File: config.mk
export PLATFORM = sky130hd
export DESIGN_NAME = cbor_item_head_encoder
export DESIGN_NICKNAME = d
export VERILOG_FILES = /design/src/rtl/cbor_enc_pkg.sv /design/src/rtl/cbor_enc_front.sv /design/src/rtl/cbor_enc_queue.sv /design/src/rtl/cbor_enc_back.sv /design/src/rtl/cbor_item_head_encoder.sv
export SDC_FILE = /design/constraint.sdc
export NUM_CORES = 1
export LEC_CHECK = 0
export BUFFER_PORTS_ARGS = -buffer_cell sky130_fd_sc_hd__buf_4
export CELL_PAD_IN_SITES_DETAIL_PLACEMENT = 2
export CELL_PAD_IN_SITES_GLOBAL_PLACEMENT = 2
export CORE_MARGIN = 4
export CORE_UTILIZATION = 45
export CTS_CLUSTER_SIZE = 40
export DETAILED_ROUTE_END_ITERATION = 10
export GPL_TIMING_DRIVEN = 0
export PLACE_DENSITY = 0.86
export SLEW_MARGIN = 20
export SYNTH_ARGS = -nofsm -noshare
export SYNTH_HDL_FRONTEND = slang
export SYNTH_SLANG_ARGS = --single-unit
export TNS_END_PERCENT = 10
File: constraint.sdc
create_clock -name i_clk -period 16.37 [get_ports i_clk]
set_clock_uncertainty 0.05 [all_clocks]
set_input_delay 1.637 -clock i_clk [delete_from_list [all_inputs] [get_ports i_clk]]
set_output_delay 1.637 -clock i_clk [all_outputs]
set_load 0.005 [all_outputs]
File: src/rtl/cbor_enc_pkg.sv
`timescale 1ns / 1ps
`default_nettype none
package cbor_enc_pkg;

    localparam int          BUFFER_BYTES_DEF = 4096;
    localparam int          CAP_W            = 13;
    localparam int          ADDR_W           = 12;
    localparam int          SIZE_W           = 13;
    localparam int          VALUE_W          = 64;
    localparam int          QUEUE_DEPTH      = 2;
    localparam logic [12:0] CAP_RESET        = 13'd4096;

    localparam logic [2:0] MAJ_UINT  = 3'd0;
    localparam logic [2:0] MAJ_NINT  = 3'd1;
    localparam logic [2:0] MAJ_TEXT  = 3'd3;
    localparam logic [2:0] MAJ_ARRAY = 3'd4;
    localparam logic [2:0] MAJ_MAP   = 3'd5;

    localparam logic [4:0] INFO_ARG8  = 5'd24;
    localparam logic [4:0] INFO_ARG16 = 5'd25;
    localparam logic [4:0] INFO_ARG32 = 5'd26;
    localparam logic [4:0] INFO_ARG64 = 5'd27;

    localparam logic [7:0] BYTE_FALSE = 8'hF4;
    localparam logic [7:0] BYTE_TRUE  = 8'hF5;
    localparam logic [7:0] BYTE_NULL  = 8'hF6;

    typedef enum logic [2:0] {
        OP_UNSIGNED = 3'd0,
        OP_SIGNED   = 3'd1,
        OP_BOOL     = 3'd2,
        OP_NULL     = 3'd3,
        OP_TEXT     = 3'd4,
        OP_ARRAY    = 3'd5,
        OP_MAP      = 3'd6,
        OP_RAW      = 3'd7
    } t_op;

    // one classified item: bytes to write and the state it leaves behind
    typedef struct packed {
        logic [7:0]        prefix;
        logic [63:0]       tail;
        logic [3:0]        n_bytes;
        logic              fail;
        logic [ADDR_W-1:0] addr;
        logic [SIZE_W-1:0] size;
        logic              overflow;
    } t_desc;

endpackage
`default_nettype wire

File: src/rtl/cbor_enc_front.sv
`timescale 1ns / 1ps
`default_nettype none
module cbor_enc_front
    import cbor_enc_pkg::*;
#(
    parameter int BUFFER_BYTES = BUFFER_BYTES_DEF
) (
    input  wire logic               i_clk,
    input  wire logic               i_rst_n,
    input  wire logic               i_cfg_wr_en,
    input  wire logic [CAP_W-1:0]   i_cfg_wr_data,
    input  wire logic               i_valid,
    output logic                    o_ready,
    input  wire logic [2:0]         i_operation,
    input  wire logic [VALUE_W-1:0] i_value,
    output logic                    o_push,
    input  wire logic               i_push_ready,
    output t_desc                   o_desc
);

    localparam int POS_W = $clog2(BUFFER_BYTES + 1);
    localparam int EFF_W = (POS_W > CAP_W) ? POS_W : CAP_W;
    localparam logic [EFF_W-1:0] BUF_LIMIT = EFF_W'(BUFFER_BYTES);

    logic [CAP_W-1:0] r_cap;
    logic [POS_W-1:0] r_pos, n_pos;
    logic             r_ovf, n_ovf;

    logic [2:0]         major;
    logic [63:0]        arg;
    logic               simple;
    logic [7:0]         simple_byte;
    logic [7:0]         prefix;
    logic [3:0]         tlen;
    logic [63:0]        aligned;
    logic [EFF_W-1:0]   cap_ext, cap_eff, pos_ext, room;
    logic               prefix_ok, tail_ok, fail;
    logic [3:0]         n_bytes;
    logic               accept;

    always_comb begin
        major       = MAJ_UINT;
        arg         = i_value;
        simple      = 1'b0;
        simple_byte = 8'd0;
        unique case (t_op'(i_operation))
            OP_UNSIGNED: major = MAJ_UINT;
            OP_SIGNED: begin
                if (i_value[63]) begin
                    major = MAJ_NINT;
                    arg   = ~i_value;
                end
            end
            OP_BOOL: begin
                simple      = 1'b1;
                simple_byte = i_value[0] ? BYTE_TRUE : BYTE_FALSE;
            end
            OP_NULL: begin
                simple      = 1'b1;
                simple_byte = BYTE_NULL;
            end
            OP_TEXT:  major = MAJ_TEXT;
            OP_ARRAY: major = MAJ_ARRAY;
            OP_MAP:   major = MAJ_MAP;
            OP_RAW: begin
                simple      = 1'b1;
                simple_byte = i_value[7:0];
            end
        endcase
    end

    always_comb begin
        aligned = arg;
        priority if (simple) begin
            prefix = simple_byte;
            tlen   = 4'd0;
        end else if (arg < 64'd24) begin
            prefix = {major, arg[4:0]};
            tlen   = 4'd0;
        end else if (arg[63:8] == 56'd0) begin
            prefix  = {major, INFO_ARG8};
            tlen    = 4'd1;
            aligned = {arg[7:0], 56'd0};
        end else if (arg[63:16] == 48'd0) begin
            prefix  = {major, INFO_ARG16};
            tlen    = 4'd2;
            aligned = {arg[15:0], 48'd0};
        end else if (arg[63:32] == 32'd0) begin
            prefix  = {major, INFO_ARG32};
            tlen    = 4'd4;
            aligned = {arg[31:0], 32'd0};
        end else begin
            prefix = {major, INFO_ARG64};
            tlen   = 4'd8;
        end
    end

    always_comb begin
        cap_ext   = EFF_W'(r_cap);
        cap_eff   = (cap_ext > BUF_LIMIT) ? BUF_LIMIT : cap_ext;
        pos_ext   = EFF_W'(r_pos);
        room      = (pos_ext >= cap_eff) ? '0 : cap_eff - pos_ext;
        prefix_ok = (room != '0);
        tail_ok   = (EFF_W'(tlen) < room);
        fail      = !(prefix_ok && tail_ok);
        if (!prefix_ok) begin
            n_bytes = 4'd0;
        end else if (tail_ok) begin
            n_bytes = 4'd1 + tlen;
        end else begin
            n_bytes = 4'd1;
        end
        n_pos = POS_W'(r_pos + POS_W'(n_bytes));
        n_ovf = r_ovf | fail;
    end

    assign accept  = i_valid && i_push_ready;
    assign o_ready = i_push_ready;
    assign o_push  = i_valid;

    always_comb begin
        o_desc.prefix   = prefix;
        o_desc.tail     = aligned;
        o_desc.n_bytes  = n_bytes;
        o_desc.fail     = fail;
        o_desc.addr     = ADDR_W'(r_pos);
        o_desc.size     = SIZE_W'(n_pos);
        o_desc.overflow = n_ovf;
    end

    always_ff @(posedge i_clk) begin
        if (!i_rst_n) begin
            r_cap <= CAP_RESET;
            r_pos <= '0;
            r_ovf <= 1'b0;
        end else begin
            if (i_cfg_wr_en) begin
                r_cap <= i_cfg_wr_data;
            end
            if (accept) begin
                r_pos <= n_pos;
                r_ovf <= n_ovf;
            end
        end
    end

endmodule
`default_nettype wire

File: src/rtl/cbor_enc_queue.sv
`timescale 1ns / 1ps
`default_nettype none
module cbor_enc_queue
    import cbor_enc_pkg::*;
(
    input  wire logic  i_clk,
    input  wire logic  i_rst_n,
    input  wire logic  i_push,
    output logic       o_push_ready,
    input  wire t_desc i_desc,
    output logic       o_pop_valid,
    input  wire logic  i_pop,
    output t_desc      o_desc
);

    localparam int PTR_W = (QUEUE_DEPTH > 1) ? $clog2(QUEUE_DEPTH) : 1;
    localparam int CNT_W = $clog2(QUEUE_DEPTH + 1);
    localparam logic [CNT_W-1:0] FULL_CNT = CNT_W'(QUEUE_DEPTH);
    localparam logic [PTR_W-1:0] LAST_PTR = PTR_W'(QUEUE_DEPTH - 1);

    t_desc            r_mem [QUEUE_DEPTH];
    logic [PTR_W-1:0] r_wr_ptr, n_wr_ptr;
    logic [PTR_W-1:0] r_rd_ptr, n_rd_ptr;
    logic [CNT_W-1:0] r_count, n_count;
    logic             do_push, do_pop;

    assign o_push_ready = (r_count != FULL_CNT);
    assign o_pop_valid  = (r_count != '0);
    assign o_desc       = r_mem[r_rd_ptr];
    assign do_push      = i_push && o_push_ready;
    assign do_pop       = i_pop && o_pop_valid;

    always_comb begin
        n_wr_ptr = r_wr_ptr;
        n_rd_ptr = r_rd_ptr;
        n_count  = r_count;
        if (do_push) begin
            n_wr_ptr = (r_wr_ptr == LAST_PTR) ? '0 : r_wr_ptr + PTR_W'(1);
        end
        if (do_pop) begin
            n_rd_ptr = (r_rd_ptr == LAST_PTR) ? '0 : r_rd_ptr + PTR_W'(1);
        end
        unique case ({do_push, do_pop})
            2'b10:   n_count = r_count + CNT_W'(1);
            2'b01:   n_count = r_count - CNT_W'(1);
            default: n_count = r_count;
        endcase
    end

    always_ff @(posedge i_clk) begin
        if (do_push) begin
            r_mem[r_wr_ptr] <= i_desc;
        end
    end

    always_ff @(posedge i_clk) begin
        if (!i_rst_n) begin
            r_wr_ptr <= '0;
            r_rd_ptr <= '0;
            r_count  <= '0;
        end else begin
            r_wr_ptr <= n_wr_ptr;
            r_rd_ptr <= n_rd_ptr;
            r_count  <= n_count;
        end
    end

endmodule
`default_nettype wire

File: src/rtl/cbor_enc_back.sv
`timescale 1ns / 1ps
`default_nettype none
module cbor_enc_back
    import cbor_enc_pkg::*;
(
    input  wire logic         i_clk,
    input  wire logic         i_rst_n,
    input  wire logic         i_pop_valid,
    output logic              o_pop,
    input  wire t_desc        i_desc,
    output logic              o_valid,
    input  wire logic         i_ready,
    output logic              o_write_enable,
    output logic [ADDR_W-1:0] o_address,
    output logic [7:0]        o_data_byte,
    output logic              o_last,
    output logic              o_success,
    output logic              o_overflow,
    output logic [SIZE_W-1:0] o_size
);

    logic [3:0]        r_k, n_k;
    logic              r_valid;
    logic              r_we;
    logic [ADDR_W-1:0] r_addr;
    logic [7:0]        r_data;
    logic              r_last, r_success, r_ovf;
    logic [SIZE_W-1:0] r_size;

    logic              advance;
    logic [3:0]        total;
    logic              is_last, is_byte;
    logic [2:0]        tail_idx;
    logic [7:0]        tail_byte, data;

    assign advance  = i_pop_valid && (!r_valid || i_ready);
    assign total    = i_desc.n_bytes + {3'd0, i_desc.fail};
    assign is_last  = (r_k == total - 4'd1);
    assign is_byte  = (r_k < i_desc.n_bytes);
    assign tail_idx = 3'(r_k - 4'd1);
    assign o_pop    = advance && is_last;

    always_comb begin
        tail_byte = i_desc.tail[63 - 8 * tail_idx -: 8];
        if (!is_byte) begin
            data = 8'd0;
        end else if (r_k == 4'd0) begin
            data = i_desc.prefix;
        end else begin
            data = tail_byte;
        end
        n_k = r_k;
        if (advance) begin
            n_k = is_last ? 4'd0 : r_k + 4'd1;
        end
    end

    always_ff @(posedge i_clk) begin
        if (!i_rst_n) begin
            r_k     <= 4'd0;
            r_valid <= 1'b0;
        end else begin
            r_k <= n_k;
            if (advance) begin
                r_valid <= 1'b1;
            end else if (i_ready) begin
                r_valid <= 1'b0;
            end
        end
    end

    always_ff @(posedge i_clk) begin
        if (advance) begin
            r_we      <= is_byte;
            r_addr    <= is_byte ? ADDR_W'(i_desc.addr + ADDR_W'(r_k)) : '0;
            r_data    <= data;
            r_last    <= is_last;
            r_success <= is_last && !i_desc.fail;
            r_ovf     <= i_desc.overflow;
            r_size    <= i_desc.size;
        end
    end

    assign o_valid        = r_valid;
    assign o_write_enable = r_we;
    assign o_address      = r_addr;
    assign o_data_byte    = r_data;
    assign o_last         = r_last;
    assign o_success      = r_success;
    assign o_overflow     = r_ovf;
    assign o_size         = r_size;

endmodule
`default_nettype wire

File: src/rtl/cbor_item_head_encoder.sv
// an accepted item is held in the queue, then its first result is registered in
// the output stage; the byte writer gives one result per cycle while the receiver is
// ready, and an item gives 1 to 9 results, one per byte written plus one when it fails
// the front takes one item per cycle while the two-entry queue has room
// reset (synchronous, active low): position and overflow flag cleared, capacity 4096,
// queue and output stage empty
`timescale 1ns / 1ps
`default_nettype none
module cbor_item_head_encoder
    import cbor_enc_pkg::*;
#(
    parameter int BUFFER_BYTES = BUFFER_BYTES_DEF
) (
    input  wire logic               i_clk,
    input  wire logic               i_rst_n,
    input  wire logic               i_cfg_wr_en,
    input  wire logic [CAP_W-1:0]   i_cfg_wr_data,
    input  wire logic               i_valid,
    output logic                    o_ready,
    input  wire logic [2:0]         i_operation,
    input  wire logic [VALUE_W-1:0] i_value,
    output logic                    o_valid,
    input  wire logic               i_ready,
    output logic                    o_write_enable,
    output logic [ADDR_W-1:0]       o_address,
    output logic [7:0]              o_data_byte,
    output logic                    o_last,
    output logic                    o_success,
    output logic                    o_overflow,
    output logic [SIZE_W-1:0]       o_size
);

    logic  push, push_ready, pop_valid, pop;
    t_desc front_desc, head_desc;

    cbor_enc_front #(
        .BUFFER_BYTES(BUFFER_BYTES)
    ) u_front (
        .i_clk        (i_clk),
        .i_rst_n      (i_rst_n),
        .i_cfg_wr_en  (i_cfg_wr_en),
        .i_cfg_wr_data(i_cfg_wr_data),
        .i_valid      (i_valid),
        .o_ready      (o_ready),
        .i_operation  (i_operation),
        .i_value      (i_value),
        .o_push       (push),
        .i_push_ready (push_ready),
        .o_desc       (front_desc)
    );

    cbor_enc_queue u_queue (
        .i_clk       (i_clk),
        .i_rst_n     (i_rst_n),
        .i_push      (push),
        .o_push_ready(push_ready),
        .i_desc      (front_desc),
        .o_pop_valid (pop_valid),
        .i_pop       (pop),
        .o_desc      (head_desc)
    );

    cbor_enc_back u_back (
        .i_clk         (i_clk),
        .i_rst_n       (i_rst_n),
        .i_pop_valid   (pop_valid),
        .o_pop         (pop),
        .i_desc        (head_desc),
        .o_valid       (o_valid),
        .i_ready       (i_ready),
        .o_write_enable(o_write_enable),
        .o_address     (o_address),
        .o_data_byte   (o_data_byte),
        .o_last        (o_last),
        .o_success     (o_success),
        .o_overflow    (o_overflow),
        .o_size        (o_size)
    );

endmodule
`default_nettype wire

==> results of run 1 <==
-- through the flow --
stage | power, W | utilization [%]
CTS | 0.002321 | 53.64
global route | 0.002397 | 53.64
finish | 0.002316 | 53.64
floorplan | 0.001300 | -
detailed placement | 0.001583 | 50.24
global placement | 0.001513 | 49.71
-- path summary, 6_finish.rpt --
kind                                     startpoint              endpoint  depth (start not counted)
worst max-delay path                    i_value[39]   u_front.pos_ext[12]                         23
worst min-delay path             u_front.pos_ext[8]  u_queue.r_mem[0][22]                          0
worst max register to register  u_front.cap_ext[12]   u_front.pos_ext[12]                         26
worst min register to register   u_front.pos_ext[8]  u_queue.r_mem[0][22]                          0
-- report_power, final --
part	total (W)	internal [W]	switching, W
Combinational	0.000637	0.000260	0.000377
Clock	0.000727	0.000420	0.000307
Sequential	0.000952	0.000909	0.0000433
-- worst max-delay path, delay by kind of cell --
family          cells  cell delay (ps)
buf+inv             3              600
simple gates        9             3860
compound gates      7             1720
fa+ha+maj           3              910
xor+xnor            1              180
-- final cells by class --
cell class	count	share of cell area (%)
plain buffers	69	1.623
clock buffers	46	5.855
clock inverters	12	0.4744
inverters	30	0.6671
multi-input cells	749	35.07
flip-flops and latches	280	47.61
well taps	402	2.980
repair buffers	116	5.722
-- layout by cell type (no fill, tap or decap), types with 23 or more instances in the layout --
cell type,n
nand2_1,62
xnor2_1,74
ha_1,33
a31oi_1,23
edfxtp_1,243
clkbuf_1,56
mux2_2,31
dfxtp_1,37
inv_1,28
a211oi_1,34
o21ai_0,30
mux2i_1,40
buf_4,109
mux4_2,34
a21oi_1,32
clkbuf_16,36
nor2b_1,32
nor2_1,62
-- state kept, by name, indices dropped and copies added (netlist names), named ones only --
| name | count |
|---|---|
| u_back.o_success | 1 |
| u_back.o_size | 13 |
| u_front.cap_ext | 13 |
| u_back.o_address | 12 |
| u_back.o_valid | 1 |
| u_queue.r_mem | 206 |
| u_front.r_ovf | 1 |
| u_front.pos_ext | 13 |
| u_back.o_last | 1 |
| u_queue.r_rd_ptr | 1 |
| u_back.o_write_enable | 1 |
| u_queue.r_count | 2 |
| u_back.o_overflow | 1 |
| u_queue.r_wr_ptr | 1 |
| u_back.r_k | 4 |
| u_back.o_data_byte | 8 |
-- cell families (layout without fill, tap and decap cells) --
family,count (synthesis),after routing,share of synthesized area (%)
AOI/OAI and AO/OA,220,220,10.80
xor gates and xnor gates,85,85,5.197
adders and majority gates,36,36,3.302
buffers and inverters,99,273,2.699
DFF,280,280,56.11
muxes,106,106,10.74
and+or+nand+nor,302,302,11.15
-- per-layer routing --
| metal | part of all wire (%) | GRT usage [%] | up-vias |
|---|---|---|---|
| met1 | 39 | 39.02 | 5682 |
| met3 | 6.9 | 4.003 | 196 |
| met5 | 0.050 | 0 | - |
| met2 | 50 | 52.49 | 663 |
| met4 | 4.8 | 12.43 | 4 |
| li1 | - | - | 4648 |
==> results_dict.tcl, run 1 <==
set metrics [dict create \
    status "finished, final reports clean" \
    start_util_pct 45.51 \
    cts_root_buf "clkbuf_16" \
    seq_area_sq_mm 0.008038 \
    design_area_sq_mm 0.01688 \
    yosysUniqueCellTypes 71 \
    die_y_um 186.4 \
    final.period_utilization_pct 51.97 \
    synth_cells 1128 \
    ys_ff_latch 280 \
    ant_nets 0 \
    nNetsFinal 1398 \
    grt_pass1_vias 12228 \
    post-place-cells 1646 \
    r2r_setup_slack_ps 8690 \
    cts_setup_buffers 0 \
    crit_path_end_kind "register" \
    tightest_slew_ps 1050 \
    routedWlPerCell_um 31.84 \
    viasPerCell 6.569 \
    syn_nets 1249 \
    worstSetupPathType "in -> reg" \
    cp_cell_sequence "buf_4 > nor4_1 > nand4_1 > nor4_2 > o211ai_1 > nor2_1 > buf_2 > ha_1 > o21a_1 > o21a_1 > o21ai_0 > or4_1 > a21oi_1 > ha_1 > inv_1 > fa_1 > nor2b_1 > o21ai_0 > a211o_1 > nor4_1 > nand4_1 > xnor2_1 > and2_1" \
    timing.slew.headroom_pct 29.77 \
    placed_cell_area_sq_mm 0.01581 \
    synth_area_sq_mm 0.01432 \
    period_needed_ps 8507 \
    final_cells 1704 \
    io_pins 124 \
    ys_seq_area_share_pct 56.11 \
    dr.pass1.iters 5 \
    port-buffer-count 109 \
    yosysMostFrequentCell "edfxtp_1" \
    cp_max_fo 10 \
    cts.path.max_buffers 3 \
    cts_tree "yes" \
    grt-ovfl-total 0 \
    cp.arrival_ps 8930 \
    crit_required_ps 16800 \
    synth_edf_count 243 \
    critPathMaxStageDelay_ps 820 \
    synthToLayoutAreaGrowth_pct 17.85 \
    fin_tns_setup_ps 0 \
    synthTopCellsByArea "edfxtp_1 51%, mux4_2 5.3%, dfxtp_1 5.2%" \
    drive_above_1_share_pct 20.12 \
    ys.flop_type "edfxtp_1" \
    synthArstFlopShare_pct 0 \
    fp.coreArea_sq_mm 0.03147 \
    insertion_delay_ps 590 \
    drc_errors 0 \
    drt_iter0_markers 1154 \
    grt_max_degree 43 \
    yosys-top-cells-count "243 x edfxtp_1, 74 x xnor2_1, 64 x nor2_1" \
    cts.clk_slew.worst_paths_ps 60 \
    min_path_type "reg -> reg" \
    yosysWarnings 0 \
    whs_ps 443.4 \
    synth_top_area_share_pct 50.94 \
    place_congestion 0.9264 \
    hold_violations 0 \
    grt_pass1_wl_um 80920 \
    cp-start-kind "primary input" \
    ir_worst_vdd_mv 0.09702 \
    fp.dieW_um 186.4 \
    dp_hpwl_um 38360 \
    diodes 0 \
    slew_viol_final 0 \
    max_freq_ghz 0.1175 \
    die_area_sq_mm 0.03475 \
    fin_ws_ps 7863 \
    cts_hold_buf 0 \
    clock-sinks 280 \
    maxCapViolCount 0 \
    yosys.area.top_type "edfxtp_1" \
    multi_input_area_sq_mm 0.005919 \
    h-tree-depth 1 \
    cts_resized 0 \
    grt_usage_pct 30.41 \
    fillers 2966 \
    avgSynthCellArea_sq_um 12.70 \
    rows 65 \
    wl_um 54260 \
    antenna_found_initial 3 \
    preCtsSetupSlack_ps 7361 \
    cpMaxStageDelayCell "nor4_1" \
    rsz0062_at_grt "false" \
    numCtsBuffers 31 \
    setup_viol 0 \
    power_density_mw_per_mm2 137.2 \
    vias 11193 \
    leakage_nw 5.814 \
]
Note: power is estimated with default switching activity, not from simulation.
==> run 2, diff against run 1 <==
CORE_UTILIZATION = 38   (was 45)
PLACE_DENSITY = 0.78   (was 0.86)
clock period = 7.1 ns   (was 16.37 ns; I/O delays follow)
==> run 2 against run 1 <==
  * Global-route usage decreased by 7.6 points
  * Sequential power increased by 130%
  * Highest routed layer is now met4
  * Die area increased by 18%
  * Design area increased by 0.33%
  * Utilization decreased by 7.7 points
  * Hold slack got worse by 140 ps
  * Register-to-register slack got worse by 8300 ps
  * Critical path type unchanged
==> results_dict.tcl, run 2 (same netlist as run 1, synthesis figures left out) <==
set metrics [dict create \
    die_area_sq_mm 0.04086 \
    diodes 0 \
    viasPerCell 5.793 \
    maxCapViolCount 0 \
    setup_viol 0 \
    cp-start-kind "primary input" \
    cts_tree "yes" \
    cts_root_buf "clkbuf_16" \
    fin_ws_ps 270.0 \
    final.period_utilization_pct 96.20 \
    largest-register "u_queue.r_mem" \
    max_freq_ghz 0.1464 \
    period_needed_ps 6830 \
    status "finished, final reports clean" \
    grt-ovfl-total 0 \
    dr.pass1.iters 5 \
    crit_required_ps 7540 \
    p_total_w 0.005129 \
    cp.arrival_ps 7270 \
    slew_viol_final 0 \
    ir_worst_vdd_mv 0.1998 \
    vias 10445 \
    die_y_um 202.2 \
    cp_max_fo 8 \
    clock-sinks 280 \
    min_path_type "in -> reg" \
    whs_ps 306.1 \
    final_common_cell "edfxtp_1" \
    final_cells 1803 \
    ant_nets 0 \
    grt_usage_pct 22.86 \
    fp.coreArea_sq_mm 0.03687 \
    fp.dieW_um 202.2 \
    numCtsBuffers 31 \
    leakage_nw 5.774 \
    hold_violations 0 \
    wl_um 47910 \
    drt_iter0_markers 762 \
    port-buffer-count 109 \
    post-place-cells 1748 \
    routedWlPerCell_um 26.57 \
    rows 70 \
    start_util_pct 38.85 \
    grt_pass1_wl_um 72620 \
    crit_path_end_kind "register" \
    dp_hpwl_um 35680 \
    drive_above_1_share_pct 20.25 \
    power_density_mw_per_mm2 302.8 \
    cts.clk_slew.worst_paths_ps 60 \
    nNetsFinal 1397 \
    tightest_slew_ps 1072 \
    grt_pass1_vias 11491 \
    preCtsSetupSlack_ps -778.3 \
    cts_hold_buf 0 \
    fin_tns_setup_ps 0 \
    drc_errors 0 \
    h-tree-depth 1 \
    final_cell_mix "243 x edfxtp_1, 109 x buf_4, 74 x xnor2_1, 62 x nand2_1, 61 x nor2_1" \
    synthToLayoutAreaGrowth_pct 18.25 \
    worstSetupPathType "in -> reg" \
    place_congestion 0.9077 \
    insertion_delay_ps 580 \
    antenna_found_initial 0 \
    largest_register_ffs 206 \
    cts.path.max_buffers 3 \
    grt_max_degree 38 \
    io_pins 124 \
    timing.slew.headroom_pct 28.50 \
]
## run 2: worst max-delay path, stage by stage
cell	delay, ps
buf_4	130
nor4_1	330
nand4_1	310
nor4_2	680
o2111ai_1	560
nor2_1	680
ha_1	300
o21a_1	130
o21a_1	120
o21ai_0	100
or4_1	420
a21oi_1	300
ha_1	250
inv_1	60
fa_1	410
nor2b_1	160
o21ai_0	150
a211o_1	470
nor4_4	390
nand4_1	160
xnor2_1	200
and2_1	250
## run 2: routing by layer
layer  up-vias  wire length (um)  global-route usage [%]
li1       4634                 -                       -
met1      5383             20550                   30.86
met2       349             23490                   39.04
met3        79              2698                   3.337
met4         0              1170                   5.723
met5         -                 0                       0
## run 2: repair_timing
item | 4_1_cts | 5_1_grt
hold endpoints to repair | 0 | 0
buffers inserted | 0 | 0
endpoints found under the setup margin | 6 | 7
resized for setup | 3 | 6
## run 2: worst paths after layout
check | slack (ps) | start | endpoint | cells after the start
worst max-delay path | 270 | i_value[39] | u_front.pos_ext[12] | 22
worst min-delay path | 310 | i_cfg_wr_data[12] | u_front.cap_ext[12] | 3
worst max register to register | 410 | u_front.pos_ext[1] | u_front.pos_ext[12] | 25
worst min register to register | 430 | u_front.pos_ext[8] | u_queue.r_mem[1][22] | 0
## run 2: cell type report
cell class | count | area (sq um)
fillers | 3679 | 19940
flip-flops and latches | 280 | 8038
multi-input cells | 749 | 5943
repair buffers | 116 | 973.4
clock buffers | 34 | 787.0
well taps | 504 | 630.6
plain buffers | 68 | 274.0
clock inverters | 22 | 178.9
inverters | 30 | 112.6
## run 2: per-stage QoR
step / cell area, sq um / utilization (%)
global placement: 15770 / 42.78
detailed placement: 15950 / 43.25
floorplan: 14320 / -
CTS: 16920 / 45.90
global route: 16940 / 45.93
finish: 16940 / 45.93
## run 2: power by group
| part | switching [W] | internal (W) | leakage, nW | total (W) |
|---|---|---|---|---|
| clock network | 0.000677 | 0.000872 | 0.469 | 0.00155 |
| registers | 0.0000839 | 0.00209 | 2.59 | 0.00218 |
| logic | 0.000804 | 0.000599 | 2.71 | 0.00140 |
| total | 0.00156 | 0.00356 | 5.77 | 0.00513 |
